$ cat src/rtl/core/hdtc_pkg.sv
// shared types, constants and the crc-8 byte update for the frame check core
// no dependencies
package hdtc_pkg;

    localparam int DATA_W    = 8;
    localparam int RAW_W     = 16;
    localparam int LIMIT_W   = 11;
    localparam int READ_W    = 12;
    localparam int CFG_IDX_W = 2;

    // configuration register indexes
    localparam logic [CFG_IDX_W-1:0] CFG_HUM_LIMIT  = 2'd0;
    localparam logic [CFG_IDX_W-1:0] CFG_TEMP_LIMIT = 2'd1;

    // byte position within a frame, spare code never reached
    localparam logic [1:0] POS_HIGH  = 2'd0;
    localparam logic [1:0] POS_LOW   = 2'd1;
    localparam logic [1:0] POS_CRC   = 2'd2;
    localparam logic [1:0] POS_SPARE = 2'd3;

    localparam logic [LIMIT_W-1:0] LIMIT_RESET = 11'd999;

    localparam logic [7:0]       CRC_POLY = 8'h31;
    localparam logic [RAW_W-1:0] RAW_MASK = 16'hfffc;

    // reading = (raw * scale - offset) / divisor, divisor 2^16 or 10 * 2^16
    localparam logic [14:0] HUM_SCALE   = 15'd1250;
    localparam logic [14:0] TEMP_SCALE  = 15'd17572;
    localparam logic [31:0] HUM_OFFSET  = 32'd3932160;
    localparam logic [31:0] TEMP_OFFSET = 32'd307036160;
    // ceil(2^16 / 10), exact for quotients up to 14 bits in the used range
    localparam logic [12:0] RECIP_TEN   = 13'd6554;

    typedef struct packed {
        logic [RAW_W-1:0] raw;
        logic             kind;
        logic             crc_ok;
    } conv_req_t;

    typedef struct packed {
        logic [READ_W-1:0] reading;
        logic              crc_ok;
        logic              clipped;
        logic              kind;
    } conv_res_t;

    function automatic logic [7:0] crc8_update(input logic [7:0] crc,
                                               input logic [7:0] b);
        logic [7:0] c;
        c = crc ^ b;
        for (int k = 0; k < 8; k++) begin
            c = c[7] ? ({c[6:0], 1'b0} ^ CRC_POLY) : {c[6:0], 1'b0};
        end
        return c;
    endfunction

endpackage

$ cat src/rtl/core/hdtc_convert.sv
// three-stage conversion pipeline: scale multiply, offset and shift, divide and clamp
// depends on hdtc_pkg
module hdtc_convert (
    input  logic                            aclk,
    input  logic                            aresetn,
    input  logic                            in_valid,
    output logic                            in_ready,
    input  hdtc_pkg::conv_req_t             in_req,
    input  logic [hdtc_pkg::LIMIT_W-1:0]    hum_limit,
    input  logic [hdtc_pkg::LIMIT_W-1:0]    temp_limit,
    output logic                            out_valid,
    input  logic                            out_ready,
    output hdtc_pkg::conv_res_t             out_res
);
    import hdtc_pkg::*;

    logic        en_out, en3, en2;

    // stage 2: product
    logic        p2_vld_reg, p2_vld_next;
    logic [30:0] p2_prod_reg;
    logic        p2_kind_reg, p2_ok_reg;

    // stage 3: magnitude of the shifted difference
    logic        p3_vld_reg, p3_vld_next;
    logic [13:0] p3_mag_reg;
    logic        p3_neg_reg, p3_kind_reg, p3_ok_reg;

    logic        out_vld_reg, out_vld_next;
    conv_res_t   out_res_reg, out_res_next;

    logic [31:0] diff;
    logic [31:0] diff_abs;
    logic [26:0] tenth_prod;
    logic [10:0] quot;
    logic [LIMIT_W-1:0] lim;

    assign en_out   = !out_vld_reg || out_ready;
    assign en3      = !p3_vld_reg || en_out;
    assign en2      = !p2_vld_reg || en3;
    assign in_ready = en2;

    assign p2_vld_next  = en2 ? in_valid : p2_vld_reg;
    assign p3_vld_next  = en3 ? p2_vld_reg : p3_vld_reg;
    assign out_vld_next = en_out ? p3_vld_reg : out_vld_reg;

    assign diff     = {1'b0, p2_prod_reg} - (p2_kind_reg ? TEMP_OFFSET : HUM_OFFSET);
    assign diff_abs = diff[31] ? (32'd0 - diff) : diff;

    assign tenth_prod = 27'(p3_mag_reg) * 27'(RECIP_TEN);
    assign quot       = p3_kind_reg ? tenth_prod[26:16] : p3_mag_reg[10:0];
    assign lim        = p3_kind_reg ? temp_limit : hum_limit;

    always_comb begin
        out_res_next         = '0;
        out_res_next.crc_ok  = p3_ok_reg;
        out_res_next.kind    = p3_kind_reg;
        if (p3_ok_reg) begin
            if (p3_neg_reg) begin
                if (p3_kind_reg) begin
                    out_res_next.reading = READ_W'(12'd0 - {1'b0, quot});
                end else begin
                    // negative humidity floors at zero
                    out_res_next.clipped = (quot != 11'd0);
                end
            end else if (quot > lim) begin
                out_res_next.reading = {1'b0, lim};
                out_res_next.clipped = 1'b1;
            end else begin
                out_res_next.reading = {1'b0, quot};
            end
        end
    end

    always_ff @(posedge aclk) begin
        if (!aresetn) begin
            p2_vld_reg  <= 1'b0;
            p3_vld_reg  <= 1'b0;
            out_vld_reg <= 1'b0;
        end else begin
            p2_vld_reg  <= p2_vld_next;
            p3_vld_reg  <= p3_vld_next;
            out_vld_reg <= out_vld_next;
        end
    end

    always_ff @(posedge aclk) begin
        if (en2) begin
            p2_prod_reg <= 31'(in_req.raw) * 31'(in_req.kind ? TEMP_SCALE : HUM_SCALE);
            p2_kind_reg <= in_req.kind;
            p2_ok_reg   <= in_req.crc_ok;
        end
        if (en3) begin
            p3_mag_reg  <= diff_abs[29:16];
            p3_neg_reg  <= diff[31];
            p3_kind_reg <= p2_kind_reg;
            p3_ok_reg   <= p2_ok_reg;
        end
        if (en_out) begin
            out_res_reg <= out_res_next;
        end
    end

    assign out_valid = out_vld_reg;
    assign out_res   = out_res_reg;

endmodule

$ cat src/rtl/core/humidity_temp_frame_check_convert_core.sv
// Sensor frame check and convert core.
// Input stream: one frame byte per request, high byte, low byte, then crc byte.
//   s_tdata[7:0] is the byte, s_tuser[0] marks the first byte of a frame and
//   s_tuser[1] gives the kind (0 humidity, 1 temperature), sampled on that byte.
//   A byte taken while no frame is open also starts a new frame.
// Output stream: one request per crc byte. m_tdata[11:0] holds the reading in
//   tenths (two's complement, 0 on crc failure), m_tuser holds crc_ok, clipped
//   and the frame kind. Data bytes produce no output.
// Config channel: cfg_index 0 writes the humidity limit, 1 the temperature
//   limit (11 bits each, both 999 after reset); other indexes are ignored.
// Throughput: one byte per cycle while s_tready is high. A crc byte's request
//   passes the s1 register and the multiply, offset and divide stages.
// Reset (aresetn low, synchronous) closes any open frame and empties the
//   pipeline. A stalled receiver holds the result; the pipeline keeps filling
//   and s_tready drops only once every stage holds a result.
// Depends on hdtc_pkg and hdtc_convert.
module humidity_temp_frame_check_convert_core (
    input  logic                              aclk,
    input  logic                              aresetn,
    input  logic                              s_tvalid,
    output logic                              s_tready,
    input  logic [7:0]                        s_tdata,   // data_byte
    input  logic [1:0]                        s_tuser,   // frame_start, measure_kind
    output logic                              m_tvalid,
    input  logic                              m_tready,
    output logic [15:0]                       m_tdata,   // reading, zero pad
    output logic [2:0]                        m_tuser,   // crc_ok, clipped, reading_kind
    input  logic                              cfg_valid,
    output logic                              cfg_ready,
    input  logic [hdtc_pkg::CFG_IDX_W-1:0]    cfg_index,
    input  logic [hdtc_pkg::LIMIT_W-1:0]      cfg_data
);
    import hdtc_pkg::*;

    logic [LIMIT_W-1:0] hum_limit_reg, temp_limit_reg;

    logic [1:0]       pos_reg, pos_next;
    logic [7:0]       crc_reg, crc_next;
    logic [RAW_W-1:0] raw_reg, raw_next;
    logic             kind_reg, kind_next;

    logic             s1_vld_reg, s1_vld_next;
    conv_req_t        s1_req_reg, s1_req_next;
    logic             s1_load;

    logic             accept;
    logic             cv_ready;
    conv_res_t        cv_res;

    // nothing is taken while reset is held
    assign accept    = s_tvalid && s_tready;
    assign s_tready  = aresetn && (!s1_vld_reg || cv_ready);
    assign cfg_ready = aresetn;

    always_comb begin
        pos_next    = pos_reg;
        crc_next    = crc_reg;
        raw_next    = raw_reg;
        kind_next   = kind_reg;
        s1_load     = 1'b0;
        s1_req_next = s1_req_reg;
        if (accept) begin
            if (s_tuser[0]) begin
                pos_next  = POS_LOW;
                crc_next  = crc8_update(8'd0, s_tdata);
                raw_next  = {s_tdata, 8'd0};
                kind_next = s_tuser[1];
            end else begin
                case (pos_reg)
                    POS_LOW: begin
                        pos_next = POS_CRC;
                        crc_next = crc8_update(crc_reg, s_tdata);
                        raw_next = {raw_reg[15:8], s_tdata};
                    end
                    POS_CRC: begin
                        pos_next           = POS_HIGH;
                        s1_load            = 1'b1;
                        s1_req_next.raw    = raw_reg & RAW_MASK;
                        s1_req_next.kind   = kind_reg;
                        s1_req_next.crc_ok = (crc_reg == s_tdata);
                    end
                    default: begin
                        // idle or unused position: byte opens a new frame
                        pos_next  = POS_LOW;
                        crc_next  = crc8_update(8'd0, s_tdata);
                        raw_next  = {s_tdata, 8'd0};
                        kind_next = s_tuser[1];
                    end
                endcase
            end
        end
    end

    assign s1_vld_next = s1_load ? 1'b1 : (cv_ready ? 1'b0 : s1_vld_reg);

    always_ff @(posedge aclk) begin
        if (!aresetn) begin
            pos_reg        <= POS_HIGH;
            s1_vld_reg     <= 1'b0;
            hum_limit_reg  <= LIMIT_RESET;
            temp_limit_reg <= LIMIT_RESET;
        end else begin
            pos_reg    <= pos_next;
            s1_vld_reg <= s1_vld_next;
            if (cfg_valid && cfg_ready) begin
                case (cfg_index)
                    CFG_HUM_LIMIT:  hum_limit_reg  <= cfg_data;
                    CFG_TEMP_LIMIT: temp_limit_reg <= cfg_data;
                    default: ;
                endcase
            end
        end
    end

    always_ff @(posedge aclk) begin
        crc_reg    <= crc_next;
        raw_reg    <= raw_next;
        kind_reg   <= kind_next;
        s1_req_reg <= s1_req_next;
    end

    hdtc_convert u_convert (
        .aclk       (aclk),
        .aresetn    (aresetn),
        .in_valid   (s1_vld_reg),
        .in_ready   (cv_ready),
        .in_req     (s1_req_reg),
        .hum_limit  (hum_limit_reg),
        .temp_limit (temp_limit_reg),
        .out_valid  (m_tvalid),
        .out_ready  (m_tready),
        .out_res    (cv_res)
    );

    assign m_tdata = {4'd0, cv_res.reading};
    assign m_tuser = {cv_res.kind, cv_res.clipped, cv_res.crc_ok};

endmodule

$ cat config.mk
export PLATFORM = sky130hd
export DESIGN_NAME = humidity_temp_frame_check_convert_core
export DESIGN_NICKNAME = d
export VERILOG_FILES = /design/src/rtl/core/hdtc_pkg.sv /design/src/rtl/core/hdtc_convert.sv /design/src/rtl/core/humidity_temp_frame_check_convert_core.sv
export SDC_FILE = /design/constraint.sdc
export NUM_CORES = 1
export LEC_CHECK = 0
export BUFFER_PORTS_ARGS = -buffer_cell sky130_fd_sc_hd__buf_2
export CORE_UTILIZATION = 50
export DETAILED_ROUTE_END_ITERATION = 7
export PLACE_DENSITY = 0.7
export SLEW_MARGIN = 20
export SYNTH_ARGS = -nofsm -noshare
export SYNTH_HDL_FRONTEND = slang
export SYNTH_SLANG_ARGS = --single-unit
$ cat constraint.sdc
create_clock -name aclk -period 6.6 [get_ports aclk]
set_input_delay 0.33 -clock aclk [delete_from_list [all_inputs] [get_ports aclk]]
set_output_delay 0.33 -clock aclk [all_outputs]
set_load 0.03 [all_outputs]
**Yosys cells after proc, flatten, opt, wreduce, memory -nomap -nowiden**

Index checks and enable logic that the tools add are counted.

- Bits in registers: 132
- Latch bits: 0
- Bits in writable memories: 0
- Bits in read-only memories: 0
- Output and inout port bits: 22
- Logic and storage cells: 117
- Memories: 0

- Add/sub/neg operators: 3
- Multiply operators: 2
- Divide/modulo/power cells: 0
- Order comparisons: 1
- Eq/ne operators: 7
- Shift-type cells: 0
- Mux-type cells: 40
- Bitwise logic cells: 18
- Reduce and logical (&&, ||, !) cells: 21

Operators with widths:

| kind | count |
|---|---|
| 6-bit 2-to-1 mux | 16 |
| 3-bit inverter | 16 |
| 11-bit 2-to-1 mux | 3 |
| 16-bit one-hot mux with 2 select lines | 1 |
| 31-bit by 29-bit subtractor with 32-bit output | 1 |
| 14-bit by 31-bit multiplier with 29-bit output | 1 |
| 30-bit 2-to-1 mux | 1 |
| 1-bit by 30-bit subtractor with 30-bit output (first input constant) | 1 |
| 29-bit 2-to-1 mux | 1 |
| 14-bit by 12-bit multiplier with 26-bit output (second input constant) | 1 |
| 12-bit 2-to-1 mux | 2 |
| 16-bit 2-to-1 mux | 1 |
| 8-bit one-hot mux with 2 select lines | 1 |
| 15-bit 2-to-1 mux | 1 |
| 1-bit by 11-bit subtractor with 12-bit output (first input constant) | 1 |
| 11-bit > comparator | 1 |
| 11-bit nonzero test | 1 |
| 1-bit 2-to-1 mux | 10 |
| 8-bit equality test | 1 |
| 8-bit 2-to-1 mux | 1 |
| 2-bit AND reduction | 4 |
| 8-bit XOR | 1 |
| 3-bit AND reduction | 2 |
| 2-bit by 1-bit equality test with 1-bit output (second input constant) | 2 |
| other kinds (12) | 21 |

**Longest topological paths before layout**

Gate-level depths: netlist of the first run.

- Depth after elaboration: 19
- Depth in mapped cells: 27

**Hierarchy**

Synthesis of the first run repeated with hierarchy kept, for this count alone.

- Cell total of the unflattened synthesis: 1320
- Area, all modules: 13660.6 um^2

Modules (own cells, without submodules):

| module | instances | cells each | area an instance (um^2) |
|---|---|---|---|
| hdtc_convert | 1 | 1078 | 10896.7 |
| humidity_temp_frame_check_convert_core | 1 | 242 | 2763.9 |

**Least setup slack after synthesis of the first run**

No wires, ideal clock.

- Kind: register to register
- Start point: reg u_convert.p3_mag_reg[8]
- End point: reg u_convert.out_res_reg (netlist bit u_convert.out_res[12]), data pin
- Setup time: 0.259 ns
- Arrival time: 6.703 ns
- Required time: 6.341 ns
- Slack: -0.362 ns
- Cell stages (with the launch flop): 27
- Path buffers: 2
- Period minus slack after synthesis: 6.962 ns
- Cell sequence: edfxtp_1 ha_1 inv_1 fa_1 inv_1 fa_1 fa_1 inv_1 fa_1 inv_1 ha_1 and2_1 a2111oi_4 and4b_1 buf_4 nor3_2 or3_4 a31oi_2 xnor2_1 mux2_2 ha_1 nand4_1 or3_1 clkbuf_1 nand2_1 nor3_1 a211o_1

- Word-level cells in the longest chain between the ends: 5
- Elaborated cells on any way between the ends: 7

RTL lines:

| what | RTL line | RTL |
|---|---|---|
| from (decl) | hdtc_convert.sv:26 | `logic [13:0] p3_mag_reg;` |
| from (signal assigned) | hdtc_convert.sv:94 | `p3_mag_reg <= diff_abs[29:16];` |
| 14-bit by 12-bit multiplier with 26-bit output | hdtc_convert.sv:50 | `assign tenth_prod = 27'(p3_mag_reg) * 27'(RECIP_TEN);` |
| 11-bit 2-to-1 mux * | hdtc_convert.sv:51 | `assign quot = p3_kind_reg ? tenth_prod[26:16] : p3_mag_reg[10:0];` |
| 1-bit by 11-bit subtractor with 12-bit output / 11-bit > comparator (equally long branches) | hdtc_convert.sv:61, hdtc_convert.sv:66 |  |
| 12-bit 2-to-1 mux / 11-bit 2-to-1 mux (equally long branches) | hdtc_convert.sv:60, hdtc_convert.sv:66 |  |
| 12-bit 2-to-1 mux * | hdtc_convert.sv:59 | `if (p3_neg_reg) begin` |
| to (signal assigned) | hdtc_convert.sv:100 | `out_res_reg <= out_res_next;` |
| to (decl) | hdtc_convert.sv:30 | `conv_res_t out_res_reg, out_res_next;` |

Mark *: on every way between the ends. The rest lies on a longest branch, timed or not.
A chain may end at the register's enable or synchronous reset.

**Worst setup path in the final report of the first run**

- Start point: reg u_convert.p3_mag_reg[3]
- End point: reg u_convert.out_res_reg (netlist bit u_convert.out_res[5]), data pin

Same word-level chain as after synthesis.

==> impl_metrics.csv, run 1 <==
group,metric,value,unit
timing,maxSlewHeadroom,0.488,
critical_path,reg2reg_from,"u_convert.p3_mag_reg[3]",
clock_network,clk_path_buf_depth,2,
route,first_pass_iters,5,
worst_hold_path,min-delay-start,"s_tuser[1]",
final_layout,drive_gt1_frac,0.184,
global_routing,grt_pass1_wl,46200,um
critical_path,cp-end-kind,"flop",
yosys,yosysWarningCount,0,
route,routed_wl,28100,um
timing,rsz0062_at_grt,"yes",
die,io_pins,50,
placement,place_ws,-0.368,ns
final_layout,largest_register_ffs,28,
placement,dp_hpwl,22900,um
die,die_area,26800,um^2
yosys,netlist_area,13100,um^2
timing,setup_viol,3,
yosys,ys_top_cells_by_count,"219 x ha_1, 191 x inv_1, 101 x edfxtp_1",
yosys,yosysMostFrequentCell,"ha_1",
status,violations,"negative setup slack",
die,rows,58,
critical_path,worstPathRequired,6.89,ns
critical_path,cpMostUsedCell,"fa_1",
route,drc_errors,0,
clock_network,cts_num_sinks,129,
route,first_iter_violations,472,
clock_network,path_clk_slew,0.07,ns
route,vias,9417,
die,die_x,164,um
global_routing,grt_overflow,0,
yosys,ys.flop_type,"edfxtp_1",
timing,skew,0.0161,ns
timing,fin_crit,6.65,ns
clock_network,cts_made_buffers,17,
timing,setup_slack,-0.0451,ns
placement,io_buffers,45,
timing,hold_viol_final,0,
critical_path,reg2reg_depth,25,
yosys,ys_async_sr_fraction,0,
die,start_util,0.515,
timing,worstMarginPinSlew,0.764,ns
clock_network,cts_tree,"built",
critical_path,worstSetupPathType,"flop to flop",
yosys,yosys.area.top_type,"edfxtp_1",
timing,report.final.slew_viol_count,0,
critical_path,cp_slowest_cell,"fa_1",
critical_path,r2r_setup_slack,-0.05,ns
route,viasPerCell,5.28,
yosys,syn-instance-count,1286,
critical_path,endpoint,"u_convert.out_res[5]",
critical_path,path_depth,25,
yosys,syn_avg_cell_area,10.2,um^2
yosys,yosysSeqAreaShare,0.275,
route,ant_nets,0,
placement,place_congestion,0.934,
critical_path,worst-path-buf-inv,6,
yosys,synth.ff_latch_count,129,
global_routing,grt_max_degree,32,
status,outcome,"complete, but fails checks",
clock_network,cts_hold_buffers,0,
route,routedWlPerCell,15.8,um
yosys,synthTopCellsByArea,"edfxtp_1 23%, ha_1 21%, fa_1 15%",
final_layout,area_delta_synth_final,17.7,%
run,cap_violations,0,
critical_path,setup.worst_path.start_class,"flop",
critical_path,cp-startpoint,"u_convert.p3_mag_reg[3]",
yosys,synth_top_area_frac,0.232,
yosys,synth_edf_count,101,
timing,post-route-period-util,1.01,
critical_path,crit_family,"adder cells",
critical_path,critPathMaxFanout,7,
die,dieHeight,164,um
critical_path,critical_path_arrival,6.94,ns
die,core-area,25400,um^2
clock_network,root_buffer,"clkbuf_16",
clock_network,cts-htree-levels,4,
final_layout,layout.nets,1783,
global_routing,antenna_found_initial,0,
critical_path,slowest_delay,0.51,ns
yosys,yosysUniqueCellTypes,73,
final_layout,antenna_cells,0,
global_routing,grt_use_total,0.221,
timing,max_freq,0.150,GHz
clock_network,clock_latency,0.42,ns
critical_path,reg2reg_to,"u_convert.out_res[5]",
worst_hold_path,hold_class,"input port to flop",
global_routing,first_global_vias,9727,
==> kinds of logic (layout without fill, tap and decap cells) <==
logic type,Yosys count,in the layout,share of synthesized area
AND/OR/NAND/NOR,341,341,0.132
buffers and inverters,219,374,0.0646
multiplexers,16,16,0.0126
AO/OA/AOI/OAI,171,171,0.0981
flip-flops,129,129,0.275
other,2,15,0.000574
adder cells (fa/ha/maj),314,314,0.355
XOR/XNOR,94,94,0.0629
==> cell usage in the layout, fill, tap and decap left out, types with 14 or more instances in the layout <==
cell       netlist  layout
conb_1           2      15
edfxtp_1       101     101
nor2_1          60      59
nand3_1         38      31
inv_1          191     186
nand4_1         14      14
nand2_1         89      87
xnor2_1         56      55
ha_1           219     207
nor3_1          19      16
xor2_1          38      38
and2_1          38      37
fa_1            95      93
clkbuf_16        0      17
buf_2            1      45
a21o_1          14      14
buf_4            6     102
nor2b_1         25      25
dfxtp_1         28      28
a21oi_1         48      44
==> how the worst min path moves through the flow <==
stage | endpoint | slack (ns) | depth (start not counted)
after global routing | kind_reg | 0.06 | 1
after floorplan | s1_req_reg[10] | 0.40 | 0
after CTS | kind_reg | 0.07 | 1
final | kind_reg | 0.08 | 1
after global placement | s1_req_reg[9] | 0.40 | 0
after detailed placement | s1_req_reg[11] | 0.40 | 0
==> metrics by stage <==
stage | std cells | hold slack (ns) | TNS [ns] | util | instance area, um^2
global route | 1784 | 0.0621 | -2.31 | 0.607 | 15400
global placement | 1730 | 0.402 | -1.37 | 0.565 | 14300
floorplan | 1299 | 0.400 | 0 | - | 13200
CTS | 1778 | 0.0683 | 0 | 0.600 | 15200
finish | 1784 | 0.0805 | -0.107 | 0.607 | 15400
detailed placement | 1730 | 0.405 | -3.12 | 0.565 | 14300
==> final cells by class <==
type | instances | area (um^2)
flip-flops and latches | 129 | 3590
multi-input cells | 951 | 9060
repair buffers | 150 | 1020
inverters | 192 | 721
clock buffers | 17 | 425
fillers | 2117 | 9990
well taps | 330 | 413
clock inverters | 15 | 164
==> worst reg2reg max path: stages (launching register included) <==
cell and delay [ns]:
edfxtp_1 0.50, ha_4 0.32, inv_2 0.03, fa_1 0.48, inv_2 0.04, fa_1 0.45, fa_1 0.50, inv_1 0.06
fa_1 0.51, inv_2 0.05, ha_4 0.21, and2_4 0.14, a2111oi_4 0.31, buf_4 0.18, a21o_1 0.17, nor3_4 0.07
or3_4 0.41, and3_1 0.19, o31ai_2 0.23, ha_1 0.30, a21o_1 0.20, a211o_4 0.39, buf_4 0.16, and3_1 0.16
o32ai_1 0.29, and2_1 0.17
==> metal layers <==
| layer | GRT usage | share of wire |
|---|---|---|
| met5 | 0 | 0 |
| met4 | 0.0556 | 0.017 |
| met3 | 0.0359 | 0.032 |
| met2 | 0.406 | 0.52 |
| met1 | 0.266 | 0.43 |
==> repair_timing <==
| action | CTS | global route |
|---|---|---|
| gates resized for setup | 35 | 24 |
| setup endpoints to repair | 12 | 12 |
| pin swaps | 32 | 29 |
| setup buffers | 16 | 6 |
Power of run 1 is not shown: default switching activity piles up to over one toggle a cycle in this logic, so the estimate is an artifact.
==> inputs of run 2 (changes only) <==
--- a/config.mk
+++ b/config.mk
@@ -9,6 +9,7 @@
 export CORE_UTILIZATION = 50
 export DETAILED_ROUTE_END_ITERATION = 7
 export PLACE_DENSITY = 0.7
+export REMOVE_ABC_BUFFERS = 1
 export SLEW_MARGIN = 20
 export SYNTH_ARGS = -nofsm -noshare
 export SYNTH_HDL_FRONTEND = slang
==> run 2 against run 1 <==
Net effect: the run still ends with negative setup slack left; hold slack better by 0.032 ns; highest routed layer unchanged; die area unchanged; sequential cell count unchanged.
==> impl_metrics.csv, run 2 (synthesis gave the netlist of run 1 again) <==
group,metric,value,unit
placement,dpl.cell_count,1723,
critical_path,worstSetupPathType,"flop to flop",
critical_path,reg2reg_to,"u_convert.out_res[11]",
global_routing,grt_overflow,0,
clock_network,cts_hold_buffers,0,
clock_network,clock_latency,0.42,ns
timing,rsz0062_at_grt,"yes",
clock_network,root_buffer,"clkbuf_16",
critical_path,critical_path_arrival,6.77,ns
clock_network,cts_made_buffers,17,
status,outcome,"complete, but fails checks",
placement,io_buffers,45,
clock_network,cts_num_sinks,129,
timing,setup_slack,-0.00372,ns
timing,setup_viol,1,
timing,max_freq,0.151,GHz
worst_hold_path,hold_class,"input port to flop",
route,drc_errors,0,
final_layout,instances_no_fill,1779,
critical_path,reg2reg_from,"u_convert.p3_mag_reg[3]",
route,routedWlPerCell,16.1,um
die,io_pins,50,
final_layout,antenna_cells,0,
route,viasPerCell,5.38,
global_routing,grt_pass1_wl,47000,um
critical_path,setup.worst_path.start_class,"flop",
global_routing,antenna_found_initial,0,
final_layout,layout_common_cells,"205 x ha_1, 185 x inv_1, 101 x edfxtp_1, 93 x fa_1, 90 x buf_4",
worst_hold_path,holdPathStages,1,
global_routing,grt_max_degree,32,
clock_network,cts-htree-levels,4,
global_routing,grt_use_total,0.223,
critical_path,reg2reg_depth,27,
route,first_pass_iters,6,
die,die_x,164,um
timing,maxSlewHeadroom,0.466,
status,violations,"negative setup slack",
clock_network,cts_tree,"built",
route,vias,9577,
timing,hold_viol_final,0,
die,core-area,25400,um^2
critical_path,worstPathRequired,6.77,ns
die,die_area,26800,um^2
worst_hold_path,whs_endpoint,"kind_reg",
final_layout,largest_register_ffs,28,
route,ant_nets,0,
die,start_util,0.515,
worst_hold_path,min-delay-start,"s_tuser[1]",
timing,worstMarginPinSlew,0.796,ns
placement,dp_hpwl,22500,um
final_layout,drive_gt1_frac,0.183,
final_layout,area_delta_synth_final,18.1,%
die,rows,58,
timing,skew,0.0166,ns
route,routed_wl,28600,um
route,first_iter_violations,452,
die,dieHeight,164,um
timing,report.final.slew_viol_count,0,
timing,fin_crit,6.60,ns
critical_path,cp-end-kind,"flop",
run,cap_violations,0,
critical_path,critPathMaxFanout,7,
critical_path,r2r_setup_slack,-0.004,ns
final_layout,layout.nets,1778,
placement,place_congestion,0.951,
clock_network,clk_path_buf_depth,2,
clock_network,path_clk_slew,0.06,ns
global_routing,first_global_vias,9879,
final_layout,final_common_cell,"ha_1",
timing,post-route-period-util,1.00,
[run 2: cell types whose count changed in the layout (fill, tap and decap cells not counted), moves of 3 or more]
cell / change
clkbuf_16: +3
buf_4: -12
nand3_1: +4
inv_8: -3
nand3_2: -4
buf_6: +7
ha_4: +3
[run 2: layout make-up]
| cell class | instances | area (um^2) |
|---|---|---|
| multi-input combinational | 951 | 9100 |
| tap | 330 | 413 |
| timing repair buffer | 145 | 1010 |
| clock buffer | 22 | 518 |
| fill | 2046 | 9940 |
| sequential | 129 | 3590 |
| clock inverter | 10 | 106 |
| inverter | 192 | 721 |
[run 2: metrics by stage]
step	hold WS (ns)	setup WS [ns]	area, um^2	util	setup TNS [ns]
global route	0.0940	-0.202	15500	0.609	-1.76
floorplan	0.400	-0.397	13000	-	-3.47
finish	0.113	-0.00372	15500	0.609	-0.00372
detailed placement	0.405	-0.461	14200	0.560	-4.49
global placement	0.402	-0.287	14200	0.560	-2.80
CTS	0.0955	0.00410	15100	0.596	0
[run 2: critical path, stage by stage (launching register included)]
cell and delay (ns):
edfxtp_1 0.48, ha_4 0.32, inv_2 0.04, fa_1 0.50
inv_1 0.05, fa_1 0.46, fa_1 0.53, inv_2 0.04
fa_1 0.54, inv_2 0.05, ha_4 0.21, and2_4 0.16
a2111oi_4 0.21, buf_4 0.17, a21o_1 0.16, nor3_4 0.07
or3_4 0.36, a31oi_4 0.19, xnor2_2 0.10, mux2_4 0.29
ha_4 0.27, nand4_1 0.12, a21oi_2 0.18, a211o_4 0.18
buf_6 0.11, a21oi_4 0.05, a31o_2 0.22, a211o_1 0.30
[run 2: how the worst max path moves through the flow]
stage	startpoint	to	cells past startpoint
after floorplan	u_convert.p3_mag_reg[8]	u_convert.out_res[6]	24
after CTS	u_convert.p3_mag_reg[3]	u_convert.out_res[5]	26
final	u_convert.p3_mag_reg[3]	u_convert.out_res[11]	27
after global placement	u_convert.p3_mag_reg[3]	u_convert.out_res[11]	26
after detailed placement	u_convert.p3_mag_reg[3]	u_convert.out_res[11]	26
after global routing	u_convert.p3_mag_reg[3]	u_convert.out_res[11]	27
[run 2: layer usage]
metal,GRT usage,vias to the layer above,part of all wire
li1,-,4711,-
met1,0.269,4657,0.43
met2,0.403,160,0.52
met3,0.0303,49,0.025
met4,0.0791,0,0.026
met5,0,-,0
[run 2: repair_timing]
item | CTS | global route
pin swaps | 24 | 19
setup endpoints to repair | 12 | 12
setup buffers | 12 | 12
gates resized for setup | 33 | 47
Power of run 2 is left out for the same reason.
==> inputs of run 3 (changes only) <==
--- a/config.mk
+++ b/config.mk
@@ -6,9 +6,11 @@
 export NUM_CORES = 1
 export LEC_CHECK = 0
 export BUFFER_PORTS_ARGS = -buffer_cell sky130_fd_sc_hd__buf_2
-export CORE_UTILIZATION = 50
+export CORE_MARGIN = 3
+export CORE_UTILIZATION = 40
 export DETAILED_ROUTE_END_ITERATION = 7
-export PLACE_DENSITY = 0.7
+export MAX_ROUTING_LAYER = met4
+export PLACE_DENSITY = 0.59
 export REMOVE_ABC_BUFFERS = 1
 export SLEW_MARGIN = 20
 export SYNTH_ARGS = -nofsm -noshare
==> run 3 against run 2 <==
Net effect: the flow now finishes without violations; design area rose by 1.0%; via count is 2.3% lower; core utilization down 12 points; register-to-register slack better by 0.03 ns; first-iteration DRC count rose by 4.4%; non-clock buffer count grew 4; wire length down 2.0%; critical endpoint is now u_convert.out_res[5]; highest routed layer unchanged.
==> impl_metrics.csv, run 3 (synthesis gave the netlist of run 1 again) <==
group,metric,value,unit
status,outcome,"complete, no violations",
clock_network,cts_made_buffers,17,
timing,max_freq,0.152,GHz
critical_path,critPathMaxFanout,6,
critical_path,reg2reg_from,"u_convert.p3_mag_reg[3]",
placement,dp_hpwl,23000,um
timing,fin_crit,6.58,ns
worst_hold_path,min-delay-start,"s_tuser[1]",
final_layout,largest_register_ffs,28,
clock_network,cts-htree-levels,4,
global_routing,antenna_found_initial,0,
final_layout,final_common_cell,"ha_1",
timing,maxSlewHeadroom,0.462,
final_layout,antenna_cells,0,
critical_path,setup.worst_path.start_class,"flop",
clock_network,root_buffer,"clkbuf_16",
route,ant_nets,0,
global_routing,first_global_vias,9485,
final_layout,layout.nets,1782,
die,start_util,0.411,
global_routing,grt_overflow,0,
timing,worstMarginPinSlew,0.802,ns
critical_path,r2r_setup_slack,0.02,ns
timing,post-route-period-util,0.996,
clock_network,clock_latency,0.42,ns
worst_hold_path,hold_class,"input port to flop",
critical_path,worstSetupPathType,"flop to flop",
final_layout,drive_gt1_frac,0.184,
die,io_pins,50,
run,cap_violations,0,
die,core-area,31900,um^2
clock_network,cts_tree,"built",
route,drc_errors,0,
route,first_iter_violations,472,
critical_path,critical_path_arrival,6.87,ns
route,routed_wl,28000,um
timing,setup_viol,0,
critical_path,worstPathRequired,6.89,ns
final_layout,final_util,0.490,
global_routing,grt_pass1_wl,46700,um
critical_path,cpMostUsedCell,"fa_1",
timing,rsz0062_at_grt,"yes",
critical_path,reg2reg_to,"u_convert.out_res[5]",
clock_network,cts_num_sinks,129,
critical_path,cp_slowest_cell,"fa_1",
global_routing,grt_max_degree,32,
critical_path,slowest_delay,0.51,ns
die,dieHeight,187,um
timing,hold_viol_final,0,
worst_hold_path,whs_endpoint,"kind_reg",
clock_network,path_clk_slew,0.06,ns
route,first_pass_iters,6,
placement,place_congestion,0.906,
route,routedWlPerCell,14.8,um
route,vias,9355,
worst_hold_path,holdPathStages,1,
final_layout,n_fill_cell,2976,
die,rows,65,
route,viasPerCell,4.95,
placement,io_buffers,45,
final_layout,layout_common_cells,"203 x ha_1, 185 x inv_1, 101 x edfxtp_1, 94 x buf_4, 93 x fa_1",
critical_path,reg2reg_depth,26,
final_layout,multi_input_area,9110,um^2
global_routing,grt_use_total,0.168,
clock_network,clk_path_buf_depth,2,
timing,skew,0.0106,ns
die,die_x,187,um
timing,report.final.slew_viol_count,0,
die,die_area,34900,um^2
final_layout,regArea,3590,um^2
final_layout,area_delta_synth_final,19.3,%
critical_path,cp-end-kind,"flop",
-- run 3: cell count changes in the layout (fill, tap and decap cells not counted), moves of 2 or more --
cell      delta
ha_4         +2
and3_4       -2
inv_6        -2
and3_1       +2
a211oi_2     -2
a21oi_2      +3
buf_4        +4
clkinv_2     +2
ha_1         -2
a21oi_4      -3
clkbuf_1     +2
-- run 3: per-stage QoR --
| stage | cell area [um^2] | instances | hold slack, ns | setup WS (ns) | setup TNS (ns) |
|---|---|---|---|---|---|
| floorplan | 13000 | 1272 | 0.400 | -0.397 | -3.47 |
| global placement | 14400 | 1838 | 0.402 | -0.300 | -3.05 |
| detailed placement | 14400 | 1838 | 0.405 | -0.464 | -4.68 |
| CTS | 15300 | 1880 | 0.0833 | -0.00115 | -0.00115 |
| global route | 15600 | 1888 | 0.0843 | -0.216 | -1.90 |
| finish | 15600 | 1888 | 0.107 | 0.0249 | 0 |
-- run 3: worst max path at each step --
| stage | startpoint | depth (start not counted) | slack [ns] | end |
|---|---|---|---|---|
| after floorplan | u_convert.p3_mag_reg[8] | 24 | -0.40 | u_convert.out_res[6] |
| after global placement | u_convert.p3_mag_reg[3] | 26 | -0.30 | u_convert.out_res[8] |
| after detailed placement | u_convert.p3_mag_reg[3] | 26 | -0.46 | u_convert.out_res[9] |
| after CTS | u_convert.p3_mag_reg[3] | 30 | -0.001 | u_convert.out_res[11] |
| after global routing | u_convert.p3_mag_reg[3] | 27 | -0.22 | u_convert.out_res[12] |
| final | u_convert.p3_mag_reg[3] | 26 | 0.02 | u_convert.out_res[5] |
-- run 3: final cells by class --
cell class | instances | area share
sequential | 129 | 0.230
clock buffer | 23 | 0.0328
multi-input combinational | 951 | 0.583
inverter | 192 | 0.0462
timing repair buffer | 149 | 0.0668
tap | 435 | 0.0349
clock inverter | 9 | 0.00593
-- run 3: critical path, delay by kind of cell, from the launching register on --
family,cells,cell delay [ns]
adders and majority gates,7,2.79
AOI/OAI and AO/OA,6,1.48
and+or+nand+nor,6,1.05
buffers and inverters,7,0.64
DFF,1,0.50
-- run 3: what timing repair did --
item / 4_1_cts / 5_1_grt
endpoints found under the setup margin: 12 / 12
cloned: 0 / 0
pin swaps: 29 / 48
hold buffers: 0 / 0
buffers inserted: 10 / 8
resized for setup: 36 / 41
-- run 3: per-layer routing --
metal / vias up / part of all wire / GRT usage
met4: 0 / 0.023 / 0.0535
met3: 33 / 0.025 / 0.0225
met5: - / 0 / -
met2: 116 / 0.50 / 0.291
li1: 4732 / - / -
met1: 4474 / 0.45 / 0.204
Power of run 3 is left out for the same reason.
